## src/sv/seeg_pkg.sv

```systemverilog
`timescale 1ns / 1ps
`default_nettype none
// ----------------------------------------------------------------------------
// seeg_pkg
// Shared types, constants and arithmetic helpers of the event generator.
// ----------------------------------------------------------------------------
package seeg_pkg;

   localparam int DEF_MAX_DIMS = 4;
   localparam int VALUE_WIDTH  = 32;
   localparam logic [31:0] VALUE_MAX = (VALUE_WIDTH >= 32) ? 32'hFFFF_FFFF :
                                       32'((64'd1 << VALUE_WIDTH) - 64'd1);

   localparam logic [31:0] LN2_Q32       = 32'd2977044472;
   localparam logic [32:0] LOG2E_Q32     = 33'd6196328019;
   localparam logic [47:0] EXP_CUTOFF    = 48'd1572864;
   localparam logic [31:0] HORIZON_RESET = 32'd6553600;
   localparam int          DIV_STEPS     = 38;

   localparam int CSR_IDX_W = 1;
   localparam logic [CSR_IDX_W-1:0] CSR_HORIZON = 1'b0;
   localparam logic [CSR_IDX_W-1:0] CSR_DIMS    = 1'b1;

   localparam logic [1:0] REQ_RESTART = 2'd0;
   localparam logic [1:0] REQ_COEF    = 2'd1;
   localparam logic [1:0] REQ_DRAW    = 2'd2;

   typedef enum logic [4:0] {
      OP_NONE, OP_LATCH, OP_RST_INIT, OP_RST_STEP, OP_COEF_WR, OP_SET_FIN,
      OP_NORM_INIT, OP_NORM_STEP, OP_LOG, OP_LNMUL, OP_DIV_STEP, OP_ADVANCE,
      OP_DT_INIT, OP_FAC1, OP_FAC2, OP_FAC3, OP_FAC4, OP_LAM_STEP, OP_LAM_END,
      OP_TARGET, OP_REJECT, OP_PICK_INIT, OP_PICK_STEP, OP_UPD_INIT,
      OP_UPD_STEP, OP_COMMIT, OP_OUT_DONE, OP_OUT_EVT
   } op_type;

   typedef struct packed {
      op_type op;
   } cmd_type;

   typedef struct packed {
      logic [1:0] req_kind;
      logic       finished;
      logic       trivial;
      logic       norm_done;
      logic       div_last;
      logic       i_last;
      logic       j_last;
      logic       reject;
      logic       pick_hit;
      logic       out_free;
   } status_type;

   // log2(1+k/16), Q1.16
   function automatic logic [16:0] log2_tab(input logic [4:0] k);
      logic [16:0] v;
      unique case (k)
         5'd0:  v = 17'd0;
         5'd1:  v = 17'd5732;
         5'd2:  v = 17'd11136;
         5'd3:  v = 17'd16248;
         5'd4:  v = 17'd21098;
         5'd5:  v = 17'd25711;
         5'd6:  v = 17'd30109;
         5'd7:  v = 17'd34312;
         5'd8:  v = 17'd38336;
         5'd9:  v = 17'd42196;
         5'd10: v = 17'd45904;
         5'd11: v = 17'd49472;
         5'd12: v = 17'd52911;
         5'd13: v = 17'd56229;
         5'd14: v = 17'd59434;
         5'd15: v = 17'd62534;
         5'd16: v = 17'd65536;
         default: v = 17'd0;
      endcase
      return v;
   endfunction

   // 2^(-k/16), Q1.16
   function automatic logic [16:0] pow2n_tab(input logic [4:0] k);
      logic [16:0] v;
      unique case (k)
         5'd0:  v = 17'd65536;
         5'd1:  v = 17'd62757;
         5'd2:  v = 17'd60097;
         5'd3:  v = 17'd57549;
         5'd4:  v = 17'd55109;
         5'd5:  v = 17'd52773;
         5'd6:  v = 17'd50535;
         5'd7:  v = 17'd48393;
         5'd8:  v = 17'd46341;
         5'd9:  v = 17'd44376;
         5'd10: v = 17'd42495;
         5'd11: v = 17'd40693;
         5'd12: v = 17'd38968;
         5'd13: v = 17'd37316;
         5'd14: v = 17'd35734;
         5'd15: v = 17'd34219;
         5'd16: v = 17'd32768;
         default: v = 17'd0;
      endcase
      return v;
   endfunction

   function automatic logic [31:0] sat64(input logic [63:0] v);
      return (v > {32'd0, VALUE_MAX}) ? VALUE_MAX : v[31:0];
   endfunction

   function automatic logic [31:0] sat_add(input logic [31:0] a, input logic [31:0] b);
      logic [63:0] s;
      s = {32'd0, a} + {32'd0, b};
      return sat64(s);
   endfunction

endpackage
`default_nettype wire

```

## src/sv/seeg_ctrl.sv

```systemverilog
`timescale 1ns / 1ps
`default_nettype none
// ----------------------------------------------------------------------------
// seeg_ctrl
// Sequencer: steps the datapath through restart, write and draw words.
// ----------------------------------------------------------------------------
module seeg_ctrl (
   input  logic                 clock,
   input  logic                 reset,
   input  logic                 req_valid,
   output logic                 req_ready,
   input  seeg_pkg::status_type status,
   output seeg_pkg::cmd_type    cmd
);
   import seeg_pkg::*;

   typedef enum logic [21:0] {
      S_IDLE      = 22'd1 << 0,
      S_DECODE    = 22'd1 << 1,
      S_RST_SUM   = 22'd1 << 2,
      S_NORM      = 22'd1 << 3,
      S_LNMUL     = 22'd1 << 4,
      S_DIV       = 22'd1 << 5,
      S_ADVANCE   = 22'd1 << 6,
      S_CHECK     = 22'd1 << 7,
      S_FAC1      = 22'd1 << 8,
      S_FAC2      = 22'd1 << 9,
      S_FAC3      = 22'd1 << 10,
      S_FAC4      = 22'd1 << 11,
      S_LAM       = 22'd1 << 12,
      S_LAM_END   = 22'd1 << 13,
      S_TARGET    = 22'd1 << 14,
      S_TEST      = 22'd1 << 15,
      S_PICK      = 22'd1 << 16,
      S_UPD_INIT  = 22'd1 << 17,
      S_UPD       = 22'd1 << 18,
      S_UPD_END   = 22'd1 << 19,
      S_EMIT_DONE = 22'd1 << 20,
      S_EMIT_EVT  = 22'd1 << 21
   } state_type;

   state_type state_ff, state_in;

   always_comb begin
      state_in  = state_ff;
      cmd.op    = OP_NONE;
      req_ready = 1'b0;
      unique case (state_ff)
         S_IDLE: begin
            req_ready = 1'b1;
            if (req_valid) begin
               cmd.op   = OP_LATCH;
               state_in = S_DECODE;
            end
         end
         S_DECODE: begin
            unique case (status.req_kind)
               REQ_RESTART: begin
                  cmd.op   = OP_RST_INIT;
                  state_in = S_RST_SUM;
               end
               REQ_COEF: begin
                  cmd.op   = OP_COEF_WR;
                  state_in = S_IDLE;
               end
               REQ_DRAW: begin
                  if (status.finished) begin
                     state_in = S_EMIT_DONE;
                  end else if (status.trivial) begin
                     cmd.op   = OP_SET_FIN;
                     state_in = S_EMIT_DONE;
                  end else begin
                     cmd.op   = OP_NORM_INIT;
                     state_in = S_NORM;
                  end
               end
               default: state_in = S_IDLE;
            endcase
         end
         S_RST_SUM: begin
            cmd.op = OP_RST_STEP;
            if (status.i_last) state_in = S_IDLE;
         end
         S_NORM: begin
            if (status.norm_done) begin
               cmd.op   = OP_LOG;
               state_in = S_LNMUL;
            end else begin
               cmd.op = OP_NORM_STEP;
            end
         end
         S_LNMUL: begin
            cmd.op   = OP_LNMUL;
            state_in = S_DIV;
         end
         S_DIV: begin
            cmd.op = OP_DIV_STEP;
            if (status.div_last) state_in = S_ADVANCE;
         end
         S_ADVANCE: begin
            cmd.op   = OP_ADVANCE;
            state_in = S_CHECK;
         end
         S_CHECK: begin
            if (status.finished) begin
               state_in = S_EMIT_DONE;
            end else begin
               cmd.op   = OP_DT_INIT;
               state_in = S_FAC1;
            end
         end
         S_FAC1: begin
            cmd.op   = OP_FAC1;
            state_in = S_FAC2;
         end
         S_FAC2: begin
            cmd.op   = OP_FAC2;
            state_in = S_FAC3;
         end
         S_FAC3: begin
            cmd.op   = OP_FAC3;
            state_in = S_FAC4;
         end
         S_FAC4: begin
            cmd.op   = OP_FAC4;
            state_in = S_LAM;
         end
         S_LAM: begin
            cmd.op = OP_LAM_STEP;
            if (status.j_last) state_in = S_LAM_END;
         end
         S_LAM_END: begin
            cmd.op   = OP_LAM_END;
            state_in = status.i_last ? S_TARGET : S_FAC1;
         end
         S_TARGET: begin
            cmd.op   = OP_TARGET;
            state_in = S_TEST;
         end
         S_TEST: begin
            if (status.reject) begin
               cmd.op   = OP_REJECT;
               state_in = S_IDLE;
            end else begin
               cmd.op   = OP_PICK_INIT;
               state_in = S_PICK;
            end
         end
         S_PICK: begin
            cmd.op = OP_PICK_STEP;
            if (status.pick_hit || status.i_last) state_in = S_UPD_INIT;
         end
         S_UPD_INIT: begin
            cmd.op   = OP_UPD_INIT;
            state_in = S_UPD;
         end
         S_UPD: begin
            cmd.op = OP_UPD_STEP;
            if (status.i_last && status.j_last) state_in = S_UPD_END;
         end
         S_UPD_END: begin
            cmd.op   = OP_COMMIT;
            state_in = S_EMIT_EVT;
         end
         S_EMIT_DONE: begin
            if (status.out_free) begin
               cmd.op   = OP_OUT_DONE;
               state_in = S_IDLE;
            end
         end
         S_EMIT_EVT: begin
            if (status.out_free) begin
               cmd.op   = OP_OUT_EVT;
               state_in = S_IDLE;
            end
         end
         default: state_in = S_IDLE;
      endcase
   end

   always_ff @(posedge clock) begin
      if (reset) begin
         state_ff <= S_IDLE;
      end else begin
         state_ff <= state_in;
      end
   end

endmodule
`default_nettype wire

```

## config.mk

```make
export PLATFORM = sky130hd
export DESIGN_NAME = seeg_ctrl
export DESIGN_NICKNAME = d
export VERILOG_FILES = /design/src/sv/seeg_pkg.sv /design/src/sv/seeg_ctrl.sv
export SDC_FILE = /design/constraint.sdc
export NUM_CORES = 1
export LEC_CHECK = 0
export ABC_CLOCK_PERIOD_IN_PS = 2100
export BUFFER_PORTS_ARGS = -buffer_cell sky130_fd_sc_hd__buf_4
export CAP_MARGIN = 20
export CORE_UTILIZATION = 52
export DETAILED_ROUTE_END_ITERATION = 6
export HOLD_SLACK_MARGIN = 0.06
export PLACE_DENSITY = 0.81
export SYNTH_ARGS = -nofsm -noshare
export SYNTH_HDL_FRONTEND = slang
export SYNTH_SLANG_ARGS = --single-unit
```

## constraint.sdc

```tcl
create_clock -name clock -period 2.1 [get_ports clock]
set_clock_uncertainty 0.05 [all_clocks]
set_input_delay 0 -clock clock [delete_from_list [all_inputs] [get_ports clock]]
set_output_delay 0 -clock clock [all_outputs]
set_load 0.05 [all_outputs]
```

==> results of run 1 <==
## kinds of logic after synthesis
logic type	Yosys count	synth area share, %
buffers and inverters	15	4.51
AO/OA/AOI/OAI	37	13.6
flip-flops	22	26.1
AND/OR/NAND/NOR	145	51.1
XOR/XNOR	9	4.66
## through the flow
step           setup WS [ns]  std cells  hold slack [ns]
2_1_floorplan         -0.118        228           0.0885
3_3_place_gp          -0.169        341            0.201
3_5_place_dp          -0.262        341            0.205
4_1_cts               -0.384        369            0.102
## layer usage
metal | GRT usage (%) | GRT overflow
met1 | 63.4 | 0
met2 | 85.7 | 1
met3 | 36.5 | 0
met4 | 72.8 | 5
met5 | 12.7 | 0
## repair_timing
item / 4_1_cts
gates cloned: 1
endpoints found under the hold margin: 11
gates resized for setup: 68
pin swaps: 22
setup buffers: 14
setup endpoints to repair: 24
hold buffers: 10
==> results.cfg, run 1 <==
[run_status]
outcome = aborted with a tool error
stop_stage = global routing (5_1_grt)
stop_error = [ERROR GRT-0116] Global routing finished with congestion. Check the congestion regions in the DRC Viewer.

[die]
std_cell_rows = 20
start_util_pct = 54.9
pin_count = 20
die_h_um = 59.0
chipWidth_um = 59.0

[synth]
ys_ff_latch = 22
yosysWarnings = 0
yosysTopAreaCell = dfxtp_1
synth_top_area_share_pct = 26.1
syn_area_per_cell_um2 = 7.41
yosysSeqAreaShare_pct = 26.1
synth_fp_nets = 242
synth_edf_count = 0
syn-cell-area_um2 = 1690
ys.flop_type = dfxtp_1
syn-instance-count = 228
yosysMostFrequentCell = nor2_1
ys_async_sr_fraction_pct = 0
synth_area_leaders = dfxtp_1 26%, nor2_1 5.6%, nor4_1 4.4%
yosys-top-cells-count = 25 x nor2_1, 22 x dfxtp_1, 14 x nand2_1
ys_types = 47

[global_route]
grt_pass1_wl_mm = 16.0
grt_start_max_net_pins = 13
grt_pass1_vias = 3025
grt_overflow = 6
grt_util_all_layers_pct = 63.8

[cts]
h-tree-depth = 1
root_buffer = clkbuf_4
numCtsBuffers = 3
clockBufferDepth = 2
cts.sinks = 22

[placement]
place_area_um2 = 2380
routabilityCongestion = 1.01
port_buffers = 19
dp_hpwl_mm = 4.50
==> inputs of run 2 (changes only) <==
==> config.mk (replaced) <==
export PLATFORM = sky130hd
export DESIGN_NAME = seeg_ctrl
export DESIGN_NICKNAME = d
export VERILOG_FILES = /design/src/sv/seeg_pkg.sv /design/src/sv/seeg_ctrl.sv
export SDC_FILE = /design/constraint.sdc
export NUM_CORES = 1
export LEC_CHECK = 0
export ABC_CLOCK_PERIOD_IN_PS = 2700
export BUFFER_PORTS_ARGS = -buffer_cell sky130_fd_sc_hd__buf_4
export CAP_MARGIN = 20
export CORE_UTILIZATION = 40
export DETAILED_ROUTE_END_ITERATION = 6
export PLACE_DENSITY_LB_ADDON = 0.15
export SYNTH_ARGS = -nofsm -noshare
export SYNTH_HDL_FRONTEND = slang
export SYNTH_SLANG_ARGS = --single-unit
==> constraint.sdc (replaced) <==
create_clock -name clock -period 2.7 [get_ports clock]
set_clock_uncertainty 0.05 [all_clocks]
set_input_delay 0 -clock clock [delete_from_list [all_inputs] [get_ports clock]]
set_output_delay 0 -clock clock [all_outputs]
set_load 0.05 [all_outputs]
==> run 2 against run 1 <==
  * The flow now finishes without violations
  * Synthesized cell count stayed put
  * Synthesized area stayed put
==> results.cfg, run 2 <==
[cts]
root_buffer = clkbuf_8
numCtsBuffers = 3
clk_pin_slew_ns = 0.08
clockBufferDepth = 2
worst_skew_pair.late_latency_ns = 0.27
cts.sinks = 22
cts_tree = done
h-tree-depth = 1

[placement]
port_buffers = 19
pre_cts_ws_ns = 0.201
place_area_um2 = 1930
routabilityCongestion = 0.937
dp_hpwl_mm = 4.13
placed_cells_incl_taps = 299

[synth]
synthMuxAreaShare_pct = 0
ys_types = 47
syn_area_per_cell_um2 = 7.41
syn-instance-count = 228
synth_top_area_share_pct = 26.1
synth_compound_area_share_pct = 13.6
yosysWarnings = 0
ys_async_sr_fraction_pct = 0
synth-simple-area-share_pct = 51.1
synth_edf_count = 0
ys.flop_type = dfxtp_1
yosysMostFrequentCell = nor2_1
synth_fp_nets = 242
yosys-top-cells-count = 25 x nor2_1, 22 x dfxtp_1, 14 x nand2_1
synth_top_family_by_area = simple AND/OR/NAND/NOR gates
ys_ff_latch = 22
synth_area_leaders = dfxtp_1 26%, nor2_1 5.6%, nor4_1 4.4%
synth_xor_area_share_pct = 4.66
synth_fa_ha_area_share_pct = 0
yosysTopAreaCell = dfxtp_1
syn-cell-area_um2 = 1690
yosysSeqAreaShare_pct = 26.1

[sta]
relSlewSlack_pct = 68.7
fin_crit_ns = 2.57
worstMarginPinSlew_ns = 0.466
timing.final.crit_share_pct = 95.2
report.final.slew_viol_count = 0
setup_slack_ns = 0.130
finalHoldViolations = 0
setup_viol = 0
fmax_mhz = 389

[power_and_ir_drop]
switching_power_mw = 0.278
p_leak_nw = 0.892
p_int_mw = 0.581
vdd_drop_max_uv = 219
p_clk_share_pct = 28.2
p_per_area_nw_per_um2 = 408
pwr-share-seq_pct = 40.0
power_frac_comb_pct = 31.8
swShare_pct = 32.4

[cells_and_area]
diodes = 0
mostFrequentLayoutCell = buf_4
largest_reg_flops = 22
reg_top3 = state_ff (22)
drive_gt1_share_pct = 23.7
mostFrequentLayoutCells = 35 x buf_4, 24 x nor2_1, 17 x dfxtp_1
fillerInstances = 412
fin_cells = 312
area_growth_pct = 24.4
nets = 277
regMostFlops = state_ff
finalInstanceArea_um2 = 2100

[critical_path]
cp-end-kind = flip-flop
reg2reg_to = state_ff[2]$_SDFFE_PP0P_
cp_slowest_cell = dlygate4sd3_1
path_class = reg2reg
cp_cell_sequence = nor4_4 > buf_4 > nand3_1 > nor4b_2 > nor2b_1 > nand2b_1 > a21oi_1 > dlygate4sd3_1
cpPeakStageDelay_ns = 0.55
critPathTopFamily = simple AND/OR/NAND/NOR gates
arrival_ns = 2.74
cp_max_fo = 8
r2r-start = state_ff[9]$_SDFFE_PP0P_
r2r_setup_slack_ns = 0.13
critPathBufInv = 2
critPathRequiredTime_ns = 2.87
start_kind = flip-flop
r2r_cells = 8

[route]
drt_first_pass_iters = 5
drt_iter0_drc = 194
viasPerCell = 6.06
drc_errors = 0
ant_nets = 0
wl_mm = 5.31
vias = 1891
wl_per_cell_um = 17.0

[global_route]
grt_util_all_layers_pct = 25.1
grt_pass1_vias = 1626
grt_overflow = 0
grt_pass1_wl_mm = 8.14
antenna_found_initial = 0
grt_start_max_net_pins = 13

[die]
die-area_um2 = 4490
chipWidth_um = 67.0
pin_count = 20
core-area_um2 = 4030
std_cell_rows = 23
start_util_pct = 42.0
die_h_um = 67.0

[flow_run]
drv_cap = 0

[min_path]
hold_end = state_ff[14]$_SDFFE_PP0P_
hold_start = status[4]
whs_path_depth = 2
hold_path_class = in2reg

[run_status]
outcome = finished clean
==> run 2: cell counts after synthesis <==
No cell type changed its count.
==> run 2: logic make-up (layout without fill, tap and decap cells) <==
group	count (synthesis)	after routing
AO/OA/AOI/OAI	37	37
flip-flops	22	22
AND/OR/NAND/NOR	145	145
buffers and inverters	15	49
XOR/XNOR	9	9
==> run 2: area by class of cell <==
class	instances	area (um2)	area share, %
multi-input combinational	191	1200	57.0
clock buffer	4	55.1	2.62
inverter	4	15.0	0.714
sequential	22	447	21.2
tap	50	62.6	2.98
timing repair buffer	41	324	15.4
==> run 2: worst reg2reg max path, delay by kind of cell, from the launching register on <==
kind                   cells  cell delay (ns)
AND/OR/NAND/NOR            5             1.22
buffers and inverters      2             0.74
flip-flops                 1             0.38
AO/OA/AOI/OAI              1             0.13
==> run 2: power by group through the flow <==
stage          Combinational, mW  Clock (mW)  Sequential [mW]
2_1_floorplan              0.169           0            0.340
3_3_place_gp               0.243           0            0.351
3_5_place_dp               0.243           0            0.351
4_1_cts                    0.262       0.248            0.343
5_1_grt                    0.293       0.260            0.344
6_report                   0.273       0.242            0.344
==> run 2: metrics by stage <==
step	power [mW]	util (%)	hold slack (ns)	setup TNS, ns
2_1_floorplan	0.509	-	0.112	0
3_3_place_gp	0.594	48.0	0.227	0
3_5_place_dp	0.593	48.0	0.229	0
4_1_cts	0.854	51.3	0.00124	0
5_1_grt	0.897	52.2	0.0135	-0.00396
6_report	0.858	52.2	0.00454	0
==> run 2: how the worst max path moves through the flow <==
stage | from | to | slack [ns] | cells after the start
6_report | state_ff[9]$_SDFFE_PP0P_ | state_ff[2]$_SDFFE_PP0P_ | 0.13 | 8
3_3_place_gp | state_ff[12]$_SDFFE_PP0P_ | cmd[0] | 0.28 | 7
2_1_floorplan | state_ff[10]$_SDFFE_PP0P_ | cmd[0] | 0.10 | 8
5_1_grt | state_ff[9]$_SDFFE_PP0P_ | cmd[2] | -0.004 | 7
4_1_cts | state_ff[10]$_SDFFE_PP0P_ | cmd[0] | 0.03 | 6
3_5_place_dp | state_ff[12]$_SDFFE_PP0P_ | cmd[0] | 0.20 | 7
==> run 2: timing repair <==
item | in CTS | in global routing
setup endpoints to repair | 1 | 3
pin swaps | 1 | 3
buffers inserted | 3 | 1
gates resized for setup | 1 | 10
endpoints found under the hold margin | 9 | 0
hold buffers | 5 | 0
==> run 2: per-layer routing <==
metal / GRT usage [%] / routed length [um] / up-vias
li1: - / - / 922
met1: 35.3 / 2470 / 883
met2: 40.4 / 2440 / 79
met3: 3.25 / 344 / 7
met4: 4.79 / 50 / 0
met5: 0 / 0 / -
Note: power is estimated with default switching activity, not from simulation.
==> inputs of run 3 (changes only) <==
--- a/config.mk
+++ b/config.mk
@@ -5,6 +5,7 @@
 export SDC_FILE = /design/constraint.sdc
 export NUM_CORES = 1
 export LEC_CHECK = 0
+export ABC_AREA = 1
 export ABC_CLOCK_PERIOD_IN_PS = 2700
 export BUFFER_PORTS_ARGS = -buffer_cell sky130_fd_sc_hd__buf_4
 export CAP_MARGIN = 20
==> run 3 against run 2 <==
  * Sequential power up 11%
  * Core utilization fell by 2.5 points
  * Sequential share of layout area up 0.16 points
  * Worst setup slack better by 0.44 ns
  * Synthesized cell count rose by 24%
  * Register-to-register slack gained 0.45 ns
  * Global-route usage shrank 4.1 points
  * Non-clock buffer count down 18
  * Critical path depth is 2 higher
  * First-iteration DRC count shrank 62%
  * Hold slack improved by 0.00082 ns
  * Critical path type is now reg2out
  * Largest cell class unchanged
==> results.cfg, run 3 <==
[sta]
finalHoldViolations = 0
report.final.slew_viol_count = 0
setup-tns-final_ns = 0
fin_crit_ns = 2.13
rsz0062_at_grt = no
fmax_mhz = 470
timing.final.crit_share_pct = 78.8
worstMarginPinSlew_ns = 0.671
timing.hold.ws_ns = 0.00536
setup_viol = 0
relSlewSlack_pct = 55.0

[critical_path]
path_class = reg2out
cp_cell_sequence = nor2_4 > nand2_2 > nor2_4 > nand2_2 > nor2_4 > nand4_1 > o21ai_0 > nor2_1 > nand2_1 > buf_4
cp_common_cell = nor2_4
cp-end-kind = output pin
r2r-start = state_ff[18]$_SDFFE_PP0P_
critPathTopFamily = simple AND/OR/NAND/NOR gates
cpPeakStageDelay_ns = 0.35
critPathBufInv = 1
critPathRequiredTime_ns = 2.65
cp_slowest_cell = dfxtp_1
crit_start = state_ff[18]$_SDFFE_PP0P_
arrival_ns = 2.08
start_kind = flip-flop
cp_max_fo = 7

[synth]
syn-cell-area_um2 = 1780
ys.flop_type = dfxtp_1
syn_area_per_cell_um2 = 6.33
synth_area_leaders = dfxtp_1 25%, nand2_1 12%, nor2_1 12%
synth_top_area_share_pct = 24.7
yosys-top-cells-count = 55 x nand2_1, 55 x nor2_1, 34 x inv_1
ys_ff_latch = 22
yosysWarnings = 0
synth_fp_nets = 296
syn-instance-count = 282
ys_async_sr_fraction_pct = 0
yosysTopAreaCell = dfxtp_1
yosysSeqAreaShare_pct = 24.7
synth_edf_count = 0
ys_types = 32

[cts]
clockBufferDepth = 2
clk_pin_slew_ns = 0.09
numCtsBuffers = 3
h-tree-depth = 1
root_buffer = clkbuf_8
cts.sinks = 22
worst_skew_pair.late_latency_ns = 0.27
cts_resized = 0
cts_tree = done

[global_route]
grt_overflow = 0
grt_start_max_net_pins = 19
grt_pass1_vias = 1603
antenna_found_initial = 0
grt_util_all_layers_pct = 21.0
grt_pass1_wl_mm = 7.22

[die]
die_h_um = 68.8
pin_count = 20
core-area_um2 = 4140
die-area_um2 = 4730
std_cell_rows = 23
start_util_pct = 43.1
chipWidth_um = 68.8

[cells_and_area]
nets = 321
area_growth_pct = 15.3
fillerInstances = 461
drive_gt1_share_pct = 24.2
reg_top3 = state_ff (22)
largest_reg_flops = 22
mostFrequentLayoutCells = 55 x nor2_1, 55 x nand2_1, 34 x inv_1
multi_input_area_um2 = 1120
seq_area_um2 = 440
regMostFlops = state_ff
diodes = 0

[min_path]
hold_path_class = in2reg
hold_start = req_valid

[placement]
routabilityCongestion = 0.849
dp_hpwl_mm = 3.53
port_buffers = 19

[route]
drc_errors = 0
ant_nets = 0
wl_per_cell_um = 12.4
drt_iter0_drc = 73
vias = 1752
viasPerCell = 4.92
wl_mm = 4.40
drt_first_pass_iters = 4

[power_and_ir_drop]
p_per_area_nw_per_um2 = 685
vdd_drop_max_uv = 344
p_leak_nw = 1.07

[run_status]
outcome = finished clean

[flow_run]
drv_cap = 0
==> run 3: worst min-delay path, stage by stage <==
cell,delay (ns)
buf_4,0.11
inv_1,0.06
a21oi_1,0.06
nand2_1,0.05
==> run 3: worst paths after layout <==
| path | endpoint | slack (ns) | cells past startpoint |
|---|---|---|---|
| max | cmd[0] | 0.57 | 10 |
| min | state_ff[0]$_SDFFE_PP1P_ | 0.005 | 4 |
| max reg2reg | state_ff[2]$_SDFFE_PP0P_ | 0.58 | 10 |
| min reg2reg | state_ff[21]$_SDFFE_PP0P_ | 0.53 | 4 |
==> run 3: cell type report <==
| cell class | count | area share, % |
|---|---|---|
| well taps | 50 | 3.04 |
| flip-flops and latches | 22 | 21.4 |
| repair buffers | 23 | 8.88 |
| inverters | 51 | 9.55 |
| clock buffers | 4 | 2.68 |
| multi-input cells | 206 | 54.4 |
==> run 3: what timing repair did <==
item                       CTS  global route
setup endpoints to repair    0             0
hold endpoints to repair     4             0
buffers inserted             0             0
hold buffers                 4             0
==> run 3: per-layer routing <==
metal	wire length, um	global-route usage [%]	vias up
li1	-	-	932
met1	2240	29.9	771
met2	1950	33.6	43
met3	152	1.97	6
met4	58	5.61	0
met5	0	0	-
==> run 3: cells by family (layout without fill, tap and decap cells) <==
logic type	count (synthesis)	after routing	share of synthesized area [%]
AND/OR/NAND/NOR	189	189	57.4
buffers and inverters	54	78	12.6
flip-flops	22	22	24.7
AO/OA/AOI/OAI	17	17	5.33
==> run 3: power breakdown <==
part / internal, mW / switching, mW / total, mW
Sequential: 0.354 / 0.0269 / 0.381
Clock: 0.130 / 0.113 / 0.244
Combinational: 0.233 / 0.551 / 0.785
Total: 0.718 / 0.692 / 1.41
==> run 3: stage by stage <==
| step | instances | power [mW] | utilization [%] | setup slack, ns | instance area, um2 |
|---|---|---|---|---|---|
| finish | 356 | 1.41 | 49.6 | 0.572 | 2060 |
| floorplan | 282 | 1.02 | - | 1.06 | 1780 |
| detailed placement | 348 | 1.16 | 47.3 | 0.811 | 1960 |
| CTS | 356 | 1.41 | 49.6 | 0.576 | 2060 |
| global placement | 348 | 1.17 | 47.3 | 0.804 | 1960 |
| global route | 356 | 1.51 | 49.6 | 0.382 | 2060 |
